**config.mk**
```make
export PLATFORM = sky130hd
export DESIGN_NAME = evicting_fifo_window_average_top
export DESIGN_NICKNAME = d
export VERILOG_FILES = /design/src/design/efwa_pkg.sv /design/src/design/efwa_div.sv /design/src/design/efwa_store.sv /design/src/design/evicting_fifo_window_average_top.sv
export SDC_FILE = /design/constraint.sdc
export NUM_CORES = 1
export LEC_CHECK = 0
export ABC_AREA = 0
export BUFFER_PORTS_ARGS = -buffer_cell sky130_fd_sc_hd__buf_2
export CORE_ASPECT_RATIO = 0.6
export CORE_UTILIZATION = 28
export CTS_CLUSTER_SIZE = 10
export DETAILED_ROUTE_END_ITERATION = 12
export SLEW_MARGIN = 20
export SYNTH_ARGS = -nofsm -noshare
export SYNTH_HDL_FRONTEND = slang
export SYNTH_HIERARCHICAL = 1
export SYNTH_SLANG_ARGS = --single-unit
```
**constraint.sdc**
```tcl
create_clock -name clk -period 9.6 [get_ports clk]
set_input_delay 0.96 -clock clk [delete_from_list [all_inputs] [get_ports clk]]
set_output_delay 0.96 -clock clk [all_outputs]
set_load 0.005 [all_outputs]
```
**src/design/efwa_pkg.sv**
```systemverilog
`default_nettype none
package efwa_pkg;

	localparam int DEF_DEPTH     = 5;
	localparam int DEF_YEAR_BITS = 12;
	localparam int DEF_TAG_BITS  = 16;
	localparam int OCC_BITS      = 3;

	localparam logic KIND_INSERT = 1'b0;
	localparam logic KIND_REMOVE = 1'b1;

	typedef struct packed {
		logic upd;
		logic kind;
	} store_cmd_t;

	typedef enum logic [4:0] {
		S_IDLE   = 5'b00001,
		S_READ   = 5'b00010,
		S_UPD    = 5'b00100,
		S_DSTART = 5'b01000,
		S_DWAIT  = 5'b10000
	} ctl_state_t;

endpackage
`default_nettype wire

```
**src/design/efwa_div.sv**
```systemverilog
`default_nettype none
module efwa_div
	import efwa_pkg::*;
#(
	parameter int SUM_W = 15,
	parameter int CNT_W = 3
) (
	input  wire logic             clk,
	input  wire logic             arst_n,
	input  wire logic             go,
	input  wire logic [SUM_W-1:0] dividend,
	input  wire logic [CNT_W-1:0] divisor,
	output logic                  done,
	output logic [SUM_W-1:0]      quotient
);

	localparam int STEP_W = $clog2(SUM_W + 1);

	logic [SUM_W-1:0]  num_q;
	logic [CNT_W-1:0]  rem_q;
	logic [CNT_W-1:0]  div_q;
	logic [STEP_W-1:0] step_q;
	logic              run_q;
	logic              done_q;

	logic [CNT_W:0] trial;
	logic [CNT_W:0] diff;
	logic           ge;

	// one quotient bit per cycle, restoring
	assign trial = {rem_q, num_q[SUM_W-1]};
	assign ge    = trial >= {1'b0, div_q};
	assign diff  = trial - {1'b0, div_q};

	always_ff @(posedge clk or negedge arst_n) begin
		if (!arst_n) begin
			run_q  <= 1'b0;
			done_q <= 1'b0;
			step_q <= '0;
		end else begin
			done_q <= 1'b0;
			if (go) begin
				run_q  <= 1'b1;
				step_q <= STEP_W'(SUM_W);
			end else if (run_q) begin
				step_q <= step_q - 1'b1;
				if (step_q == STEP_W'(1)) begin
					run_q  <= 1'b0;
					done_q <= 1'b1;
				end
			end
		end
	end

	always_ff @(posedge clk) begin
		if (go) begin
			num_q <= dividend;
			rem_q <= '0;
			div_q <= divisor;
		end else if (run_q) begin
			num_q <= {num_q[SUM_W-2:0], ge};
			rem_q <= ge ? diff[CNT_W-1:0] : trial[CNT_W-1:0];
		end
	end

	assign done     = done_q;
	assign quotient = num_q;

endmodule
`default_nettype wire

```
**src/design/efwa_store.sv**
```systemverilog
`default_nettype none
module efwa_store
	import efwa_pkg::*;
#(
	parameter int DEPTH     = DEF_DEPTH,
	parameter int YEAR_BITS = DEF_YEAR_BITS,
	parameter int TAG_BITS  = DEF_TAG_BITS,
	parameter int CNT_W     = $clog2(DEPTH + 1),
	parameter int SUM_W     = YEAR_BITS + CNT_W
) (
	input  wire logic                 clk,
	input  wire logic                 arst_n,
	input  wire store_cmd_t           cmd,
	input  wire logic [TAG_BITS-1:0]  tag,
	input  wire logic [YEAR_BITS-1:0] year,
	output logic [TAG_BITS-1:0]       rd_tag,
	output logic [YEAR_BITS-1:0]      rd_year,
	output logic [CNT_W-1:0]          count,
	output logic [SUM_W-1:0]          sum
);

	localparam int PTR_W = (DEPTH > 1) ? $clog2(DEPTH) : 1;
	localparam int IDX_W = CNT_W + 1;
	localparam int ENT_W = TAG_BITS + YEAR_BITS;

	logic [ENT_W-1:0] mem_q [DEPTH];
	logic [ENT_W-1:0] rd_q;
	logic [PTR_W-1:0] head_q;
	logic [CNT_W-1:0] count_q;
	logic [SUM_W-1:0] sum_q;

	logic             full;
	logic             empty;
	logic [PTR_W-1:0] head_inc;
	logic [IDX_W-1:0] tail_raw;
	logic [PTR_W-1:0] tail;
	logic [SUM_W-1:0] old_year;
	logic [SUM_W-1:0] new_year;

	assign full     = count_q == CNT_W'(DEPTH);
	assign empty    = count_q == '0;
	assign head_inc = (head_q == PTR_W'(DEPTH - 1)) ? '0 : head_q + 1'b1;
	assign tail_raw = IDX_W'(head_q) + IDX_W'(count_q);
	assign old_year = SUM_W'(rd_q[YEAR_BITS-1:0]);
	assign new_year = SUM_W'(year);

	// a full queue writes over its oldest slot
	always_comb begin
		if (full) begin
			tail = head_q;
		end else if (tail_raw >= IDX_W'(DEPTH)) begin
			tail = PTR_W'(tail_raw - IDX_W'(DEPTH));
		end else begin
			tail = PTR_W'(tail_raw);
		end
	end

	always_ff @(posedge clk or negedge arst_n) begin
		if (!arst_n) begin
			head_q  <= '0;
			count_q <= '0;
			sum_q   <= '0;
		end else if (cmd.upd) begin
			if (cmd.kind == KIND_INSERT) begin
				if (full) begin
					head_q <= head_inc;
					sum_q  <= sum_q - old_year + new_year;
				end else begin
					count_q <= count_q + 1'b1;
					sum_q   <= sum_q + new_year;
				end
			end else if (!empty) begin
				head_q  <= head_inc;
				count_q <= count_q - 1'b1;
				sum_q   <= sum_q - old_year;
			end
		end
	end

	always_ff @(posedge clk) begin
		if (cmd.upd && cmd.kind == KIND_INSERT) begin
			mem_q[tail] <= {tag, year};
		end
		rd_q <= mem_q[head_q];
	end

	assign rd_tag  = rd_q[ENT_W-1:YEAR_BITS];
	assign rd_year = rd_q[YEAR_BITS-1:0];
	assign count   = count_q;
	assign sum     = sum_q;

endmodule
`default_nettype wire

```
**src/design/evicting_fifo_window_average_top.sv**
```systemverilog
// Insert: start passes through READ, UPD and DSTART, then waits in DWAIT on the bit-serial
// divider that yields one quotient bit per cycle; the result strobe follows its done.
// Remove: the result strobe follows READ and UPD. One transaction at a time; busy is high
// until the result is shown, and start may be taken in the cycle of the strobe.
// Results cannot be stalled. arst_n clears the queue pointers, count and sum; the
// entry store itself is not cleared.
`default_nettype none
module evicting_fifo_window_average_top
	import efwa_pkg::*;
#(
	parameter int DEPTH     = DEF_DEPTH,
	parameter int YEAR_BITS = DEF_YEAR_BITS,
	parameter int TAG_BITS  = DEF_TAG_BITS
) (
	input  wire logic                 clk,
	input  wire logic                 arst_n,
	input  wire logic                 start,
	output logic                      busy,
	input  wire logic                 kind,
	input  wire logic [TAG_BITS-1:0]  record_tag,
	input  wire logic [YEAR_BITS-1:0] year_value,
	output logic                      done,
	output logic [YEAR_BITS-1:0]      average_year,
	output logic [TAG_BITS-1:0]       removed_tag,
	output logic [YEAR_BITS-1:0]      removed_year,
	output logic                      empty_error,
	output logic [OCC_BITS-1:0]       occupancy
);

	localparam int CNT_W = $clog2(DEPTH + 1);
	localparam int SUM_W = YEAR_BITS + CNT_W;

	ctl_state_t state_q;

	logic                 kind_q;
	logic [TAG_BITS-1:0]  tag_q;
	logic [YEAR_BITS-1:0] year_q;

	logic                 done_q;
	logic [YEAR_BITS-1:0] avg_q;
	logic [TAG_BITS-1:0]  rtag_q;
	logic [YEAR_BITS-1:0] ryear_q;
	logic                 err_q;
	logic [OCC_BITS-1:0]  occ_q;

	store_cmd_t           cmd;
	logic [TAG_BITS-1:0]  rd_tag;
	logic [YEAR_BITS-1:0] rd_year;
	logic [CNT_W-1:0]     count;
	logic [SUM_W-1:0]     sum;
	logic                 div_go;
	logic                 div_done;
	logic [SUM_W-1:0]     quotient;
	logic                 accept;

	assign busy     = state_q != S_IDLE;
	assign accept   = start && !busy;
	assign cmd.upd  = state_q == S_UPD;
	assign cmd.kind = kind_q;
	assign div_go   = state_q == S_DSTART;

	efwa_store #(
		.DEPTH     (DEPTH),
		.YEAR_BITS (YEAR_BITS),
		.TAG_BITS  (TAG_BITS),
		.CNT_W     (CNT_W),
		.SUM_W     (SUM_W)
	) u_store (
		.clk     (clk),
		.arst_n  (arst_n),
		.cmd     (cmd),
		.tag     (tag_q),
		.year    (year_q),
		.rd_tag  (rd_tag),
		.rd_year (rd_year),
		.count   (count),
		.sum     (sum)
	);

	efwa_div #(
		.SUM_W (SUM_W),
		.CNT_W (CNT_W)
	) u_div (
		.clk      (clk),
		.arst_n   (arst_n),
		.go       (div_go),
		.dividend (sum),
		.divisor  (count),
		.done     (div_done),
		.quotient (quotient)
	);

	always_ff @(posedge clk or negedge arst_n) begin
		if (!arst_n) begin
			state_q <= S_IDLE;
			done_q  <= 1'b0;
		end else begin
			done_q <= 1'b0;
			case (state_q)
				S_IDLE: begin
					if (start) begin
						state_q <= S_READ;
					end
				end
				S_READ: begin
					state_q <= S_UPD;
				end
				S_UPD: begin
					if (kind_q == KIND_INSERT) begin
						state_q <= S_DSTART;
					end else begin
						done_q  <= 1'b1;
						state_q <= S_IDLE;
					end
				end
				S_DSTART: begin
					state_q <= S_DWAIT;
				end
				S_DWAIT: begin
					if (div_done) begin
						done_q  <= 1'b1;
						state_q <= S_IDLE;
					end
				end
				default: begin
					state_q <= S_IDLE;
				end
			endcase
		end
	end

	always_ff @(posedge clk) begin
		if (accept) begin
			kind_q <= kind;
			tag_q  <= record_tag;
			year_q <= year_value;
		end
		if (state_q == S_UPD && kind_q == KIND_REMOVE) begin
			avg_q <= '0;
			if (count == '0) begin
				rtag_q  <= '0;
				ryear_q <= '0;
				err_q   <= 1'b1;
				occ_q   <= '0;
			end else begin
				rtag_q  <= rd_tag;
				ryear_q <= rd_year;
				err_q   <= 1'b0;
				occ_q   <= OCC_BITS'(count - 1'b1);
			end
		end else if (state_q == S_DWAIT && div_done) begin
			avg_q   <= YEAR_BITS'(quotient);
			rtag_q  <= '0;
			ryear_q <= '0;
			err_q   <= 1'b0;
			occ_q   <= OCC_BITS'(count);
		end
	end

	assign done         = done_q;
	assign average_year = avg_q;
	assign removed_tag  = rtag_q;
	assign removed_year = ryear_q;
	assign empty_error  = err_q;
	assign occupancy    = occ_q;

endmodule
`default_nettype wire
```
# [Yosys cells after proc, flatten, opt, wreduce, memory -nomap -nowiden]
# Memory sizes are Yosys's and may differ from the RTL's. A register that Yosys moved wholly into a read port is not among the register bits.
# Index checks and enable logic that the tools add are counted.
[totals] inputBits=32 romBits=0 regBits=127 mem_count=1 wordCells=103 ram_bits=140 latch_bits=0 out_inout_bits=46
[memory_table] memory="u_store.mem_q" depth=5 word_bits=28 read_ports=1 rd_clocked_by_memory_dff=1 write_ports=1 line_no="efwa_store.sv:26" text="logic [ENT_W-1:0] mem_q [DEPTH];"
[op_classes] order_cmp=2 n_reduce_logical=13 n_div=0 add_sub_neg=10 mux=44 eq_ne=13 bitwise_logic=1 n_shift=0 mul=0
[op_table] op="$mux W15" count=5
[op_table] op="$mux W16" count=3
[op_table] op="$mux W3" count=13
[op_table] op="$mux W12" count=3
[op_table] op="$add A15 B12 Y15" count=2
[op_table] op="$pmux W5 S5" count=1
[op_table] op="$sub A15 B12 Y15" count=1
[op_table] op="$mux W1" count=13
[op_table] op="$mux W4" count=3
[op_table] op="$mux W5" count=2
[op_table] op="$add A3 B1 Y3 const B" count=2
[op_table] op="$eq A3 B3 Y1 const B" count=2
[op_table] op="$ne A2 B2 Y1 const B" count=3
[op_table] op="$reduce_and A3 Y1" count=2
[op_table] op="$reduce_bool A2 Y1" count=3
[op_table] op="$eq A5 B1 Y1 const B" count=1
[op_table] op="$eq A5 B2 Y1 const B" count=1
[op_table] op="$eq A5 B3 Y1 const B" count=1
[op_table] op="$eq A5 B4 Y1 const B" count=1
[op_table] op="$eq A5 B5 Y1 const B" count=1
[op_table] op="$ne A5 B1 Y1 const B" count=1
[op_table] op="$add A3 B3 Y4" count=1
[op_table] op="$eq A4 B1 Y1 const B" count=1
[op_table] op="$ge A4 B3 Y1" count=1
[op_table] op="12 further kinds" count=16

# [Depth between registers and ports, before layout]
# Gate-level depths: netlist (run 1).
[logic_depth] word_depth=4 mapped_depth=21 depth_no_buf=21

# [Hierarchy]
# The synthesis (run 1) kept the hierarchy.
[modules_own_cells] mod="efwa_store" cells_per_inst=581 seq_area_each_um2=5290.1 instances=1 area_each_um2=8373.0
[modules_own_cells] mod="evicting_fifo_window_average_top" cells_per_inst=174 seq_area_each_um2=2223.4 instances=1 area_each_um2=2876.5
[modules_own_cells] mod="efwa_div" cells_per_inst=96 seq_area_each_um2=750.7 instances=1 area_each_um2=1327.5

# [Least setup slack after synthesis (run 1)]
# Ideal clock, no wire load.
[synth_path] kind="register -> register" start="register u_store.count_q[0] (netlist: u_store/count[0])" end="memory u_store/mem_q[4][0] in the netlist's numbering (enable)" slack_ps=3947 n_path_buf=0 arrival_time_ps=5169 setup_ps=484 period_less_slack_ps=5653 required_ps=9116 path_stages_with_launch=12 path_cell_list="dfrtp_1 > ha_1 > fa_1 > inv_1 > ha_1 > nor2b_1 > o21ai_1 > a211oi_1 > mux2i_1 > o21ai_1 > nand2b_1 > nor4_1"
[synth_via] elab_chain_len=4 word_cells_on_any_way=6 cone_classes="add/sub: 2; order compare: 1; eq/ne: 1; mux: 2"
[synth_lines] element="from (decl)" line_no="efwa_store.sv:29" text="logic [CNT_W-1:0] count_q;"
[synth_lines] element="from (signal assigned)" line_no="efwa_store.sv:69" text="count_q <= count_q + 1'b1;"
[synth_lines] element="from (signal assigned)" line_no="efwa_store.sv:74" text="count_q <= count_q - 1'b1;"
[synth_lines] element="$add A3 B3 Y4" line_no="efwa_store.sv:43" text="assign tail_raw = IDX_W'(head_q) + IDX_W'(count_q);"
[synth_lines] element="$ge A4 B3 Y1 or $sub A3 B3 Y3 (tied branches)" line_no="efwa_store.sv:51, efwa_store.sv:52"
[synth_lines] element="$mux W3" line_no="efwa_store.sv:51" text="end else if (tail_raw >= IDX_W'(DEPTH)) begin"
[synth_lines] element="$mux W3 *" line_no="efwa_store.sv:49" text="if (full) begin"
[synth_lines] element="to (decl)" line_no="efwa_store.sv:26"
# Every way passes the cells marked *; elsewhere a longest branch is shown, timed or not.

# [Final worst setup path (run 1)]
[layout_path] start="register u_store.head_q[0]" end="memory u_store/mem_q[1][9] in the netlist's numbering (enable)"
[layout_via] elab_chain_len=4 word_cells_on_any_way=5 cone_classes="add/sub: 2; order compare: 1; mux: 2"
[layout_lines] element="from (decl)" line_no="efwa_store.sv:28" text="logic [PTR_W-1:0] head_q;"
[layout_lines] element="from (signal assigned)" line_no="efwa_store.sv:66" text="head_q <= head_inc;"
[layout_lines] element="from (signal assigned)" line_no="efwa_store.sv:73" text="head_q <= head_inc;"
[layout_lines] element="$add A3 B3 Y4" line_no="efwa_store.sv:43"
[layout_lines] element="$ge A4 B3 Y1 or $sub A3 B3 Y3 (tied branches)" line_no="efwa_store.sv:51, efwa_store.sv:52"
[layout_lines] element="$mux W3" line_no="efwa_store.sv:51"
[layout_lines] element="$mux W3 *" line_no="efwa_store.sv:49"
# Marked as above.

==> run_results.csv, run 1 <==
group,metric,value,unit
outcome,outcome,"finished clean",
die,core,0.0438,sq mm
yosys,yosys_warnings,6,
pwr,peakVddDrop,0.122,mV
sta,layout_setup_ws,5.31,ns
yosys,synth_area_leaders,"edfxtp_1, dfxtp_1, dfrtp_1, mux4_2, ha_1",
yosys,syn-cell-area,0.0126,sq mm
yosys,synth-seq-cells,295,
die,die_area,0.0458,sq mm
sta,holdWs,0.456,ns
yosys,synth_ff_type,"edfxtp_1",
drt,route.detailed.drc,0,
clock_tree,clk_transition_reported_paths,0.06,ns
yosys,synthCells,851,
yosys,synth_nets,926,
clock_tree,clk-insertion-delay-late,0.53,ns
pwr,power.density,298,mW/mm^2
die,die_y,166,microns
yosys,yosys.area.top_type,"edfxtp_1",
grt,grt_max_degree,35,
grt,grt_antenna_before_repair,1,
sta,fmax,233,MHz
sta,rsz0062_at_grt,"no",
sta,hold_violations,0,
drt,first_pass_iters,5,
drt,drtAntennaViolNets,0,
placement,hpwl,17200,microns
die,initial_core_util,28.7,%
grt,grt_overflow,0,
sta,finalSetupViolCount,0,
placement,place_ws,5.33,ns
pwr,power_leakage,5.57,nW
sta,fin_skew,0.0217,ns
sta,tightest_slew,1.04,ns
clock_tree,ctsHtreeMaxLevel,2,
sta,maxSlewViolCount,0,
placement,portBuffers,77,
yosys,synth_top_area_share,52.3,%
grt,grt_pass1_wl,40100,microns
yosys,synth_edf_count,219,
clock_tree,cts_tree,"built",
clock_tree,cts_buffers,35,
cells_and_area,final_nets,1018,
cells_and_area,multi_input_area,0.00406,sq mm
drt,wl_per_cell,16.8,microns
cells_and_area,nFillCells,4236,
cells_and_area,antenna_cells,0,
worst_setup_path,critPathLaunchType,"register",
sta,slew_headroom,30.7,%
grt,grt_usage,11.4,%
placement,gp_routability_congestion,0.826,
cells_and_area,stdcell_area,0.0147,sq mm
drt,initialDrtViolationCount,474,
clock_tree,cts-resized-gates,0,
sta,fin_crit,4.29,ns
die,rows,59,
hold_path,hold_path.class,"register to register",
yosys,synth_seq_area_share,65.7,%
clock_tree,clkSinkCount,295,
die,io_pins,78,
clock_tree,cts_root_buf,"clkbuf_16",
clock_tree,cts_buffer_depth,3,
cells_and_area,regArea,0.00827,sq mm
worst_setup_path,critPathMaxFanout,34,
sta,post-route-period-util,44.7,%
sta,final.setup.tns,0,ns
cells_and_area,drive_above_1_share,22.7,%
yosys,avgSynthCellArea,14.8,sq um
drt,via_count,7011,
worst_setup_path,worstPathArrival,4.45,ns
die,die_x,276,microns
clock_tree,post_cts_buffers,0,
worst_setup_path,path_class,"register to register",
worst_setup_path,endpoint_kind,"register",
worst_setup_path,r2r_setup_slack,5.31,ns
drt,wirelength,26000,microns
pwr,power,0.00438,W
worst_setup_path,crit_required,9.76,ns
cells_and_area,area_growth,16.8,%
yosys,yosysUniqueCellTypes,77,
clock_tree,cts_hold_buf,0,
grt,grt_pass1_vias,6927,
drt,viasPerCell,4.53,
yosys,synth-async-reset-ratio,11.2,%
placement,dpl_cell_area,0.0137,sq mm
flow_run,drv_cap,0,
-- synthesized netlist by cell type, types with 3 or more instances --
cell	count
dfrtp_1	32
nor2b_1	5
inv_2	3
mux2_1	15
o21ai_0	13
o21a_1	8
nor3_1	5
buf_4	3
fa_1	5
o21ai_1	33
o211ai_1	4
and3_1	5
nor2_1	52
a21o_1	7
mux4_2	28
ha_1	38
dfxtp_1	43
and2_1	29
o31a_1	3
xor2_1	13
edfxtp_1	219
nor3b_1	5
inv_1	33
a31oi_1	3
nand3_1	9
or3_1	3
mux2i_1	15
xnor2_1	12
clkbuf_1	15
nand2b_1	14
a21oi_1	23
a211oi_1	4
buf_1	8
buf_2	6
nand2_1	55
mux2_2	33
-- per-stage QoR --
| stage | instances | util [%] |
|---|---|---|
| final | 1549 | 33.6 |
| after detailed placement | 1485 | 31.2 |
| after global placement | 1485 | 31.2 |
| after CTS | 1549 | 33.6 |
| after global routing | 1549 | 33.6 |
| after floorplan | 851 | - |
-- path summary, 6_finish.rpt --
check	from	end	cells after the start
hold reg to reg	u_store/mem_q[4][10]	u_store/rd_q[10]	1
min in group asynchronous	arst_n	state_q[1]	1
max in group asynchronous	arst_n	u_store/head_q[0]	1
hold / removal	u_store/mem_q[4][10]	u_store/rd_q[10]	1
setup / recovery	u_store/head_q[0]	u_store/mem_q[1][9]	15
setup reg to reg	u_store/head_q[0]	u_store/mem_q[1][9]	15
-- worst max-delay path, cell delays in order, from the launching register on --
cell and delay, ns:
dfrtp_2 0.34, buf_4 0.51, ha_1 0.30, fa_1 0.46
inv_1 0.10, ha_1 0.17, nor2b_1 0.17, o21ai_1 0.08
a211oi_1 0.48, nor2_1 0.12, xnor2_1 0.17, nand2_1 0.07
o21ai_1 0.17, nand2_1 0.15, nor3_2 0.20, buf_4 0.40
-- logic make-up after synthesis --
kind of cell	count (synthesis)	synth area share, %
DFF	295	65.7
xor gates and xnor gates	25	1.74
adders and majority gates	43	4.58
buffers and inverters	70	2.31
and+or+nand+nor	200	8.32
muxes	91	10.5
AOI/OAI and AO/OA	127	6.84
-- sequential cells by signal (all words and copies together), names as in the netlist, 5 cells and up --
signal,count
u_store/mem_q,140
u_store/rd_q,28
removed_tag,16
tag_q,16
u_div/quotient,15
u_store/sum,15
average_year,12
removed_year,12
year_q,12
state_q,5
-- layer usage --
metal | up-vias | share of wire, % | GRT usage (%)
met2 | 162 | 42 | 15.6
met4 | 0 | 1.5 | 2.52
met1 | 3462 | 51 | 17.6
met3 | 36 | 6.0 | 2.98
li1 | 3351 | - | -
met5 | - | 0 | 0
-- final cells by class --
class,count,share of cell area (%)
well taps,579,4.93
clock inverters,4,0.409
inverters,36,0.920
clock buffers,60,6.60
flip-flops and latches,295,56.3
repair buffers,89,3.24
multi-input cells,486,27.6
-- power breakdown --
part	leakage, nW	switching [W]	internal (W)	total (W)
registers	2.80	0.000182	0.00162	0.00180
clock network	0.488	0.000514	0.000692	0.00121
logic	2.28	0.000768	0.000609	0.00138
total	5.57	0.00146	0.00292	0.00438
-- cell usage in the layout, fill, tap and decap left out, types with 5 or more instances in the layout --
cell type / count
xnor2_1: 12
clkbuf_1: 25
ha_1: 38
a21oi_1: 23
dfrtp_1: 31
and2_1: 29
dfxtp_1: 43
o21a_1: 8
nor3b_1: 5
inv_1: 33
o21ai_0: 13
mux2_1: 15
xor2_1: 13
nand3_1: 9
a21o_1: 7
nand2b_1: 14
fa_1: 5
nand2_1: 54
and3_1: 5
mux4_2: 28
mux2_2: 33
edfxtp_1: 219
o21ai_1: 33
clkbuf_16: 35
buf_2: 77
nor2_1: 49
mux2i_1: 15
buf_4: 12
Note: power is estimated with default switching activity, not from simulation.
==> run 2, diff against run 1 <==
--- a/config.mk
+++ b/config.mk
@@ -5,7 +5,7 @@
 export SDC_FILE = /design/constraint.sdc
 export NUM_CORES = 1
 export LEC_CHECK = 0
-export ABC_AREA = 0
+export ABC_AREA = 1
 export BUFFER_PORTS_ARGS = -buffer_cell sky130_fd_sc_hd__buf_2
 export CORE_ASPECT_RATIO = 0.6
 export CORE_UTILIZATION = 28
==> constraint.sdc (replaced) <==
create_clock -name clk -period 4.05 [get_ports clk]
set_input_delay 0.405 -clock clk [delete_from_list [all_inputs] [get_ports clk]]
set_output_delay 0.405 -clock clk [all_outputs]
set_load 0.005 [all_outputs]
==> run 2 against run 1 <==
  * Cell count up 27%
  * Clock-buffer cell count down 1
  * Synthesized cell count up 45%
  * Sequential share of layout area down 1.9 points
  * Worst setup slack worse by 4.7 ns
  * Final area up 3.5%
  * Flip-flop and latch count unchanged
  * Largest cell class unchanged
  * Highest routed layer is now met5
==> run_results.csv, run 2 <==
group,metric,value,unit
sta,maxSlewViolCount,0,
worst_setup_path,critPathLaunchType,"register",
grt,grt_usage,13.2,%
drt,routed.top_layer,"met5",
sta,slew_headroom,27.8,%
cells_and_area,area_growth,17.6,%
sta,final.setup.tns,0,ns
die,die_y,168,microns
yosys,synth_edf_count,219,
sta,fin_skew,0.0194,ns
yosys,synth_compound_area_share,7.55,%
worst_setup_path,r2r-start,"u_store/rd_q[3]",
worst_setup_path,crit_end,"u_store/sum[14]",
die,io_pins,78,
yosys,synth_area_leaders,"edfxtp_1, dfxtp_1, nor2_1, nand2_1, dfrtp_1",
cells_and_area,largest_reg_flops,140,
placement,hpwl,20300,microns
yosys,synth_top_area_share,50.9,%
outcome,outcome,"finished clean",
cells_and_area,fin_util,33.7,%
worst_setup_path,critPathMaxFanout,5,
flow_run,drv_cap,0,
sta,fmax,291,MHz
pwr,power.density,734,mW/mm^2
yosys,avgSynthCellArea,10.5,sq um
sta,fin_crit,3.44,ns
drt,wirelength,30700,microns
cells_and_area,reg_top3,"u_store/mem_q (140), u_store/rd_q (28)",
drt,initialDrtViolationCount,670,
cells_and_area,layout_commonest_cell,"nor2_1",
yosys,synth_top_family_by_area,"simple AND/OR/NAND/NOR gates",
worst_setup_path,endpoint_kind,"register",
clock_tree,cts-resized-gates,0,
hold_path,hold_path.class,"input pin to async pin",
clock_tree,clkSinkCount,295,
yosys,synth_seq_area_share,64.0,%
yosys,synth_ff_type,"edfxtp_1",
worst_setup_path,critPathSlowestCell,"dfxtp_1",
cells_and_area,top_register,"u_store/mem_q",
worst_setup_path,crit_start,"u_store/rd_q[3]",
yosys,synthTopCellsByCount,"nor2_1, edfxtp_1, nand2_1",
drt,viasPerCell,4.47,
yosys,synth_nets,1307,
grt,grt_max_degree,60,
clock_tree,cts_hold_buf,0,
yosys,synthMuxAreaShare,0.155,%
yosys,yosysUniqueCellTypes,46,
sta,finalSetupViolCount,0,
yosys,yosys_warnings,6,
grt,grt_pass1_wl,48400,microns
worst_setup_path,r2r_setup_slack,0.61,ns
worst_setup_path,reg2reg_depth,23,
worst_setup_path,path_buf_inv,3,
worst_setup_path,path_class,"register to register",
grt,grt_overflow,0,
die,core,0.0451,sq mm
yosys,synth-seq-cells,295,
sta,tightest_slew,1.08,ns
sta,rsz0062_at_grt,"no",
die,rows,60,
drt,drtAntennaViolNets,0,
pwr,peakVddDrop,0.345,mV
yosys,synthSimpleGateAreaFrac,17.8,%
sta,hold_violations,0,
grt,grt_pass1_vias,8477,
sta,post-route-period-util,84.9,%
worst_setup_path,cp_cell_sequence,"inv_1 -> ha_1 -> nand2_1 -> inv_1 -> nand2_1 -> nand3_2 -> a21oi_1 -> inv_1 -> or2_2 -> nand3_1 -> nand2_1 -> ha_1 -> nand2_1 -> nor2_1 -> nand3_1 -> nand4_1 -> nand2_1 -> nand2_1 -> nand3_1 -> nand2_1 -> nand3_1 -> nand2_1 -> nand2_1",
drt,dr_wl_met2,12600,microns
clock_tree,clk-insertion-delay-late,0.54,ns
drt,route.detailed.drc,0,
worst_setup_path,r2r_end,"u_store/sum[14]",
yosys,synth_xor_area_share,0.881,%
yosys,synth-async-reset-ratio,11.2,%
worst_setup_path,worst-path-stages,23,
clock_tree,cts_buffer_depth,3,
die,die_x,279,microns
yosys,synthCells,1232,
clock_tree,cts_tree,"built",
placement,portBuffers,77,
drt,via_count,8813,
clock_tree,post_cts_buffers,0,
placement,gp_routability_congestion,0.881,
drt,met3_length,2010,microns
clock_tree,cts_root_buf,"clkbuf_16",
yosys,yosysMostFrequentCell,"nor2_1",
grt,grt_antenna_before_repair,5,
drt,met1_length,15600,microns
clock_tree,ctsHtreeMaxLevel,2,
worst_setup_path,crit_required,4.48,ns
worst_setup_path,worstPathArrival,3.87,ns
die,initial_core_util,28.6,%
worst_setup_path,cpLargestDelayFamily,"simple AND/OR/NAND/NOR gates",
drt,first_pass_iters,5,
cells_and_area,drive_above_1_share,14.0,%
drt,wl_per_cell,15.6,microns
yosys,syn-cell-area,0.0129,sq mm
worst_setup_path,cpMostUsedCell,"nand2_1",
pwr,power_leakage,6.13,nW
die,die_area,0.0470,sq mm
yosys,synth-adder-area-share,4.46,%
cells_and_area,final_cell_mix,"nor2_1, edfxtp_1, nand2_1",
yosys,yosys.area.top_type,"edfxtp_1",
worst_setup_path,max_stage_delay,0.36,ns
clock_tree,clk_transition_reported_paths,0.06,ns
cells_and_area,final_nets,1398,
clock_tree,cts_buffers,36,
run 2: power breakdown:
| group | internal [W] | switching [W] | total, W |
|---|---|---|---|
| clock network | 0.00175 | 0.00125 | 0.00301 |
| registers | 0.00382 | 0.000388 | 0.00421 |
| logic | 0.00133 | 0.00261 | 0.00393 |
run 2: worst min-delay path by stage:
stage,depth (start not counted),endpoint,slack [ns],startpoint
after floorplan,0,done,0.11,arst_n
after global placement,2,u_div/rem_q[2],0.45,u_div/rem_q[2]
after detailed placement,2,u_div/rem_q[2],0.46,u_div/rem_q[2]
after CTS,1,tag_q[7],0.01,record_tag[7]
after global routing,1,year_q[8],0.02,year_value[8]
final,1,state_q[3],0.01,arst_n
run 2: final cells by class:
class	instances	area (sq um)
Inverter	125	470
Multi-Input combinational cell	771	4030
Timing Repair Buffer	94	551
Clock inverter	6	118
Fill cell	4525	29900
Tap cell	620	776
Clock buffer	59	987
Antenna cell	1	2.50
Sequential cell	295	8270
run 2: cells by family (layout without fill, tap and decap cells):
logic type | Yosys count | in the layout
xor gates and xnor gates | 13 | 13
and+or+nand+nor | 537 | 537
adders and majority gates | 43 | 43
DFF | 295 | 295
muxes | 2 | 2
AOI/OAI and AO/OA | 176 | 176
other | 0 | 1
buffers and inverters | 166 | 284
run 2: worst reg2reg max path, delay by kind of cell, from the launching register on:
| family | cells | cell delay (ns) |
|---|---|---|
| AO/OA/AOI/OAI | 1 | 0.25 |
| adder cells (fa/ha/maj) | 2 | 0.71 |
| buffers and inverters | 3 | 0.20 |
| flip-flops | 1 | 0.36 |
| AND/OR/NAND/NOR | 17 | 1.79 |
run 2: through the flow:
step                      hold WS, ns  power, W  setup WS (ns)  std cells  area [sq um]
after floorplan                 0.109   0.00702          0.317       1232         12900
after global placement          0.450   0.00808          0.714       1904         14100
after detailed placement        0.463   0.00816          0.682       1904         14100
after CTS                      0.0144    0.0112          0.639       1969         15200
after global routing           0.0225    0.0120          0.355       1970         15200
final                          0.0120    0.0112          0.610       1971         15200
run 2: metal layers:
layer  GRT usage [%]  up-vias
li1                -     4332
met1            19.7     4220
met2            18.8      208
met3            3.47       47
met4            2.87        6
met5               0        -
==> run 3, diff against run 2 <==
--- a/config.mk
+++ b/config.mk
@@ -5,7 +5,7 @@
 export SDC_FILE = /design/constraint.sdc
 export NUM_CORES = 1
 export LEC_CHECK = 0
-export ABC_AREA = 1
+export ABC_AREA = 0
 export BUFFER_PORTS_ARGS = -buffer_cell sky130_fd_sc_hd__buf_2
 export CORE_ASPECT_RATIO = 0.6
 export CORE_UTILIZATION = 28
==> constraint.sdc (replaced) <==
create_clock -name clk -period 2.9 [get_ports clk]
set_input_delay 0.29 -clock clk [delete_from_list [all_inputs] [get_ports clk]]
set_output_delay 0.29 -clock clk [all_outputs]
set_load 0.005 [all_outputs]
==> run 3 against run 2 <==
  * Cell count fell by 13%
  * Critical path depth fell by 2
  * Clock skew rose by 0.010 ns
  * Global-route usage rose by 0.50 points
  * Highest routed layer is now met4
  * Sequential share of layout area fell by 5.6 points
  * The run now ends with negative setup slack left
  * Wire length rose by 0.55%
  * Die area fell by 2.6%
  * Final area rose by 11%
==> run_results.csv, run 3 (same netlist as run 1, synthesis figures left out) <==
group,metric,value,unit
drt,via_count,7867,
clock_tree,cts_tree,"built",
worst_setup_path,worstPathArrival,4.06,ns
grt,grt_max_degree,34,
grt,grt_usage,13.7,%
placement,dp_cells,1582,
drt,initialDrtViolationCount,620,
worst_setup_path,endpoint_kind,"register",
die,die_y,166,microns
placement,portBuffers,77,
worst_setup_path,critPathMaxFanout,3,
flow_run,drv_cap,0,
clock_tree,cts_buffer_depth,3,
die,core,0.0438,sq mm
grt,grt_pass1_vias,7956,
clock_tree,clkSinkCount,295,
placement,hpwl,18700,microns
die,io_pins,78,
cells_and_area,final_nets,1193,
sta,tightest_slew,0.891,ns
clock_tree,ctsHtreeMaxLevel,2,
pwr,power,0.0180,W
sta,rsz0062_at_grt,"yes",
cells_and_area,final_cells,1722,
pwr,power.density,1060,mW/mm^2
sta,maxSlewViolCount,0,
sta,fin_crit,3.67,ns
cells_and_area,top_register,"u_store/mem_q",
worst_setup_path,path_class,"register to register",
die,die_x,276,microns
cells_and_area,nFillCells,4061,
outcome,violations,"negative setup slack",
cells_and_area,area_growth,34.6,%
pwr,power_leakage,6.63,nW
drt,wl_per_cell,17.9,microns
grt,grt_overflow,0,
drt,first_pass_iters,5,
sta,fmax,273,MHz
outcome,outcome,"finished with violations",
clock_tree,clk_transition_reported_paths,0.06,ns
sta,hold_violations,0,
clock_tree,cts_root_buf,"clkbuf_16",
drt,viasPerCell,4.57,
sta,final.setup.tns,-90.99,ns
grt,grt_pass1_wl,47100,microns
cells_and_area,drive_above_1_share,37.4,%
drt,wirelength,30900,microns
cells_and_area,antenna_cells,0,
placement,gp_routability_congestion,0.867,
sta,holdWs,0.0425,ns
cells_and_area,reg_top3,"u_store/mem_q (140), u_store/rd_q (28)",
grt,grt_antenna_before_repair,1,
die,initial_core_util,28.7,%
die,die_area,0.0458,sq mm
pwr,peakVddDrop,0.447,mV
worst_setup_path,critPathLaunchType,"register",
clock_tree,clk-insertion-delay-late,0.54,ns
cells_and_area,final_cell_mix,"edfxtp_1, buf_4, buf_2",
worst_setup_path,crit_required,3.29,ns
die,rows,59,
drt,drtAntennaViolNets,0,
hold_path,hold_path.class,"input pin to register",
cells_and_area,layout_commonest_cell,"edfxtp_1",
sta,finalSetupViolCount,150,
sta,fin_skew,0.0295,ns
sta,slew_headroom,40.6,%
sta,post-route-period-util,126,%
drt,route.detailed.drc,0,
clock_tree,cts_buffers,35,
cells_and_area,largest_reg_flops,140,
sta,layout_setup_ws,-0.768,ns
## run 3: area by class of cell
cell class	count	area, sq um	area share, %
multi-input cells	486	4500	26.6
flip-flops and latches	295	8270	48.8
inverters	36	138	0.813
well taps	579	724	4.28
clock inverters	2	25.0	0.148
clock buffers	60	1010	5.98
repair buffers	264	2270	13.4
## run 3: where the power goes
group / switching (W) / leakage, nW / internal (W)
sequential: 0.000502 / 2.80 / 0.00535
combinational: 0.00384 / 3.33 / 0.00420
clock: 0.00170 / 0.497 / 0.00238
total: 0.00604 / 6.63 / 0.0119
## run 3: final timing paths
check | from | end | slack (ns) | cells past startpoint
worst max-delay path | u_store/sum[1] | u_store/sum[12] | -0.77 | 21
worst min-delay path | start | state_q[1] | 0.04 | 3
worst max register to register | u_store/sum[1] | u_store/sum[12] | -0.77 | 21
worst min register to register | u_store/mem_q[4][5] | u_store/rd_q[5] | 0.47 | 1
max in group asynchronous | arst_n | u_store/head_q[0] | 1.89 | 2
min in group asynchronous | arst_n | state_q[1] | 0.41 | 2
## run 3: critical path, stage by stage (launching register included)
cell and delay, ns:
dfrtp_1 0.38, ha_1 0.28, nor2b_4 0.13, o31a_1 0.28
o21ai_2 0.14, buf_4 0.13, a21boi_1 0.07, o31a_1 0.27
o21ai_2 0.15, a21oi_2 0.08, nand2_1 0.08, nand2_2 0.09
ha_4 0.30, nand2_4 0.07, nor2_4 0.10, and3_4 0.19
a21oi_2 0.06, a21o_1 0.21, a21oi_2 0.17, o32a_2 0.17
nor2_2 0.03, xor2_1 0.14
## run 3: repair_timing
item                       in CTS  in global routing
gates cloned                   13                  1
gates resized for setup        73                 43
buffers inserted               34                 13
hold buffers                   30                  0
hold endpoints to repair       61                  0
pin swaps                      26                 30
setup endpoints to repair     150                151
## run 3: per-stage QoR
step	cell area (sq um)	util, %	worst slack (ns)
after floorplan	12700	-	-0.869
after global placement	14500	33.2	-0.808
after detailed placement	14500	33.2	-0.948
after CTS	16900	38.5	-0.674
after global routing	16900	38.7	-0.933
final	16900	38.7	-0.768
## run 3: routing by layer
| metal | track usage [%] | wire length (microns) | vias to the layer above |
|---|---|---|---|
| met4 | 3.46 | 386 | 0 |
| met3 | 3.53 | 2050 | 34 |
| met1 | 21.0 | 15600 | 3931 |
| met5 | 0 | 0 | - |
| li1 | - | - | 3721 |
| met2 | 18.7 | 12900 | 181 |
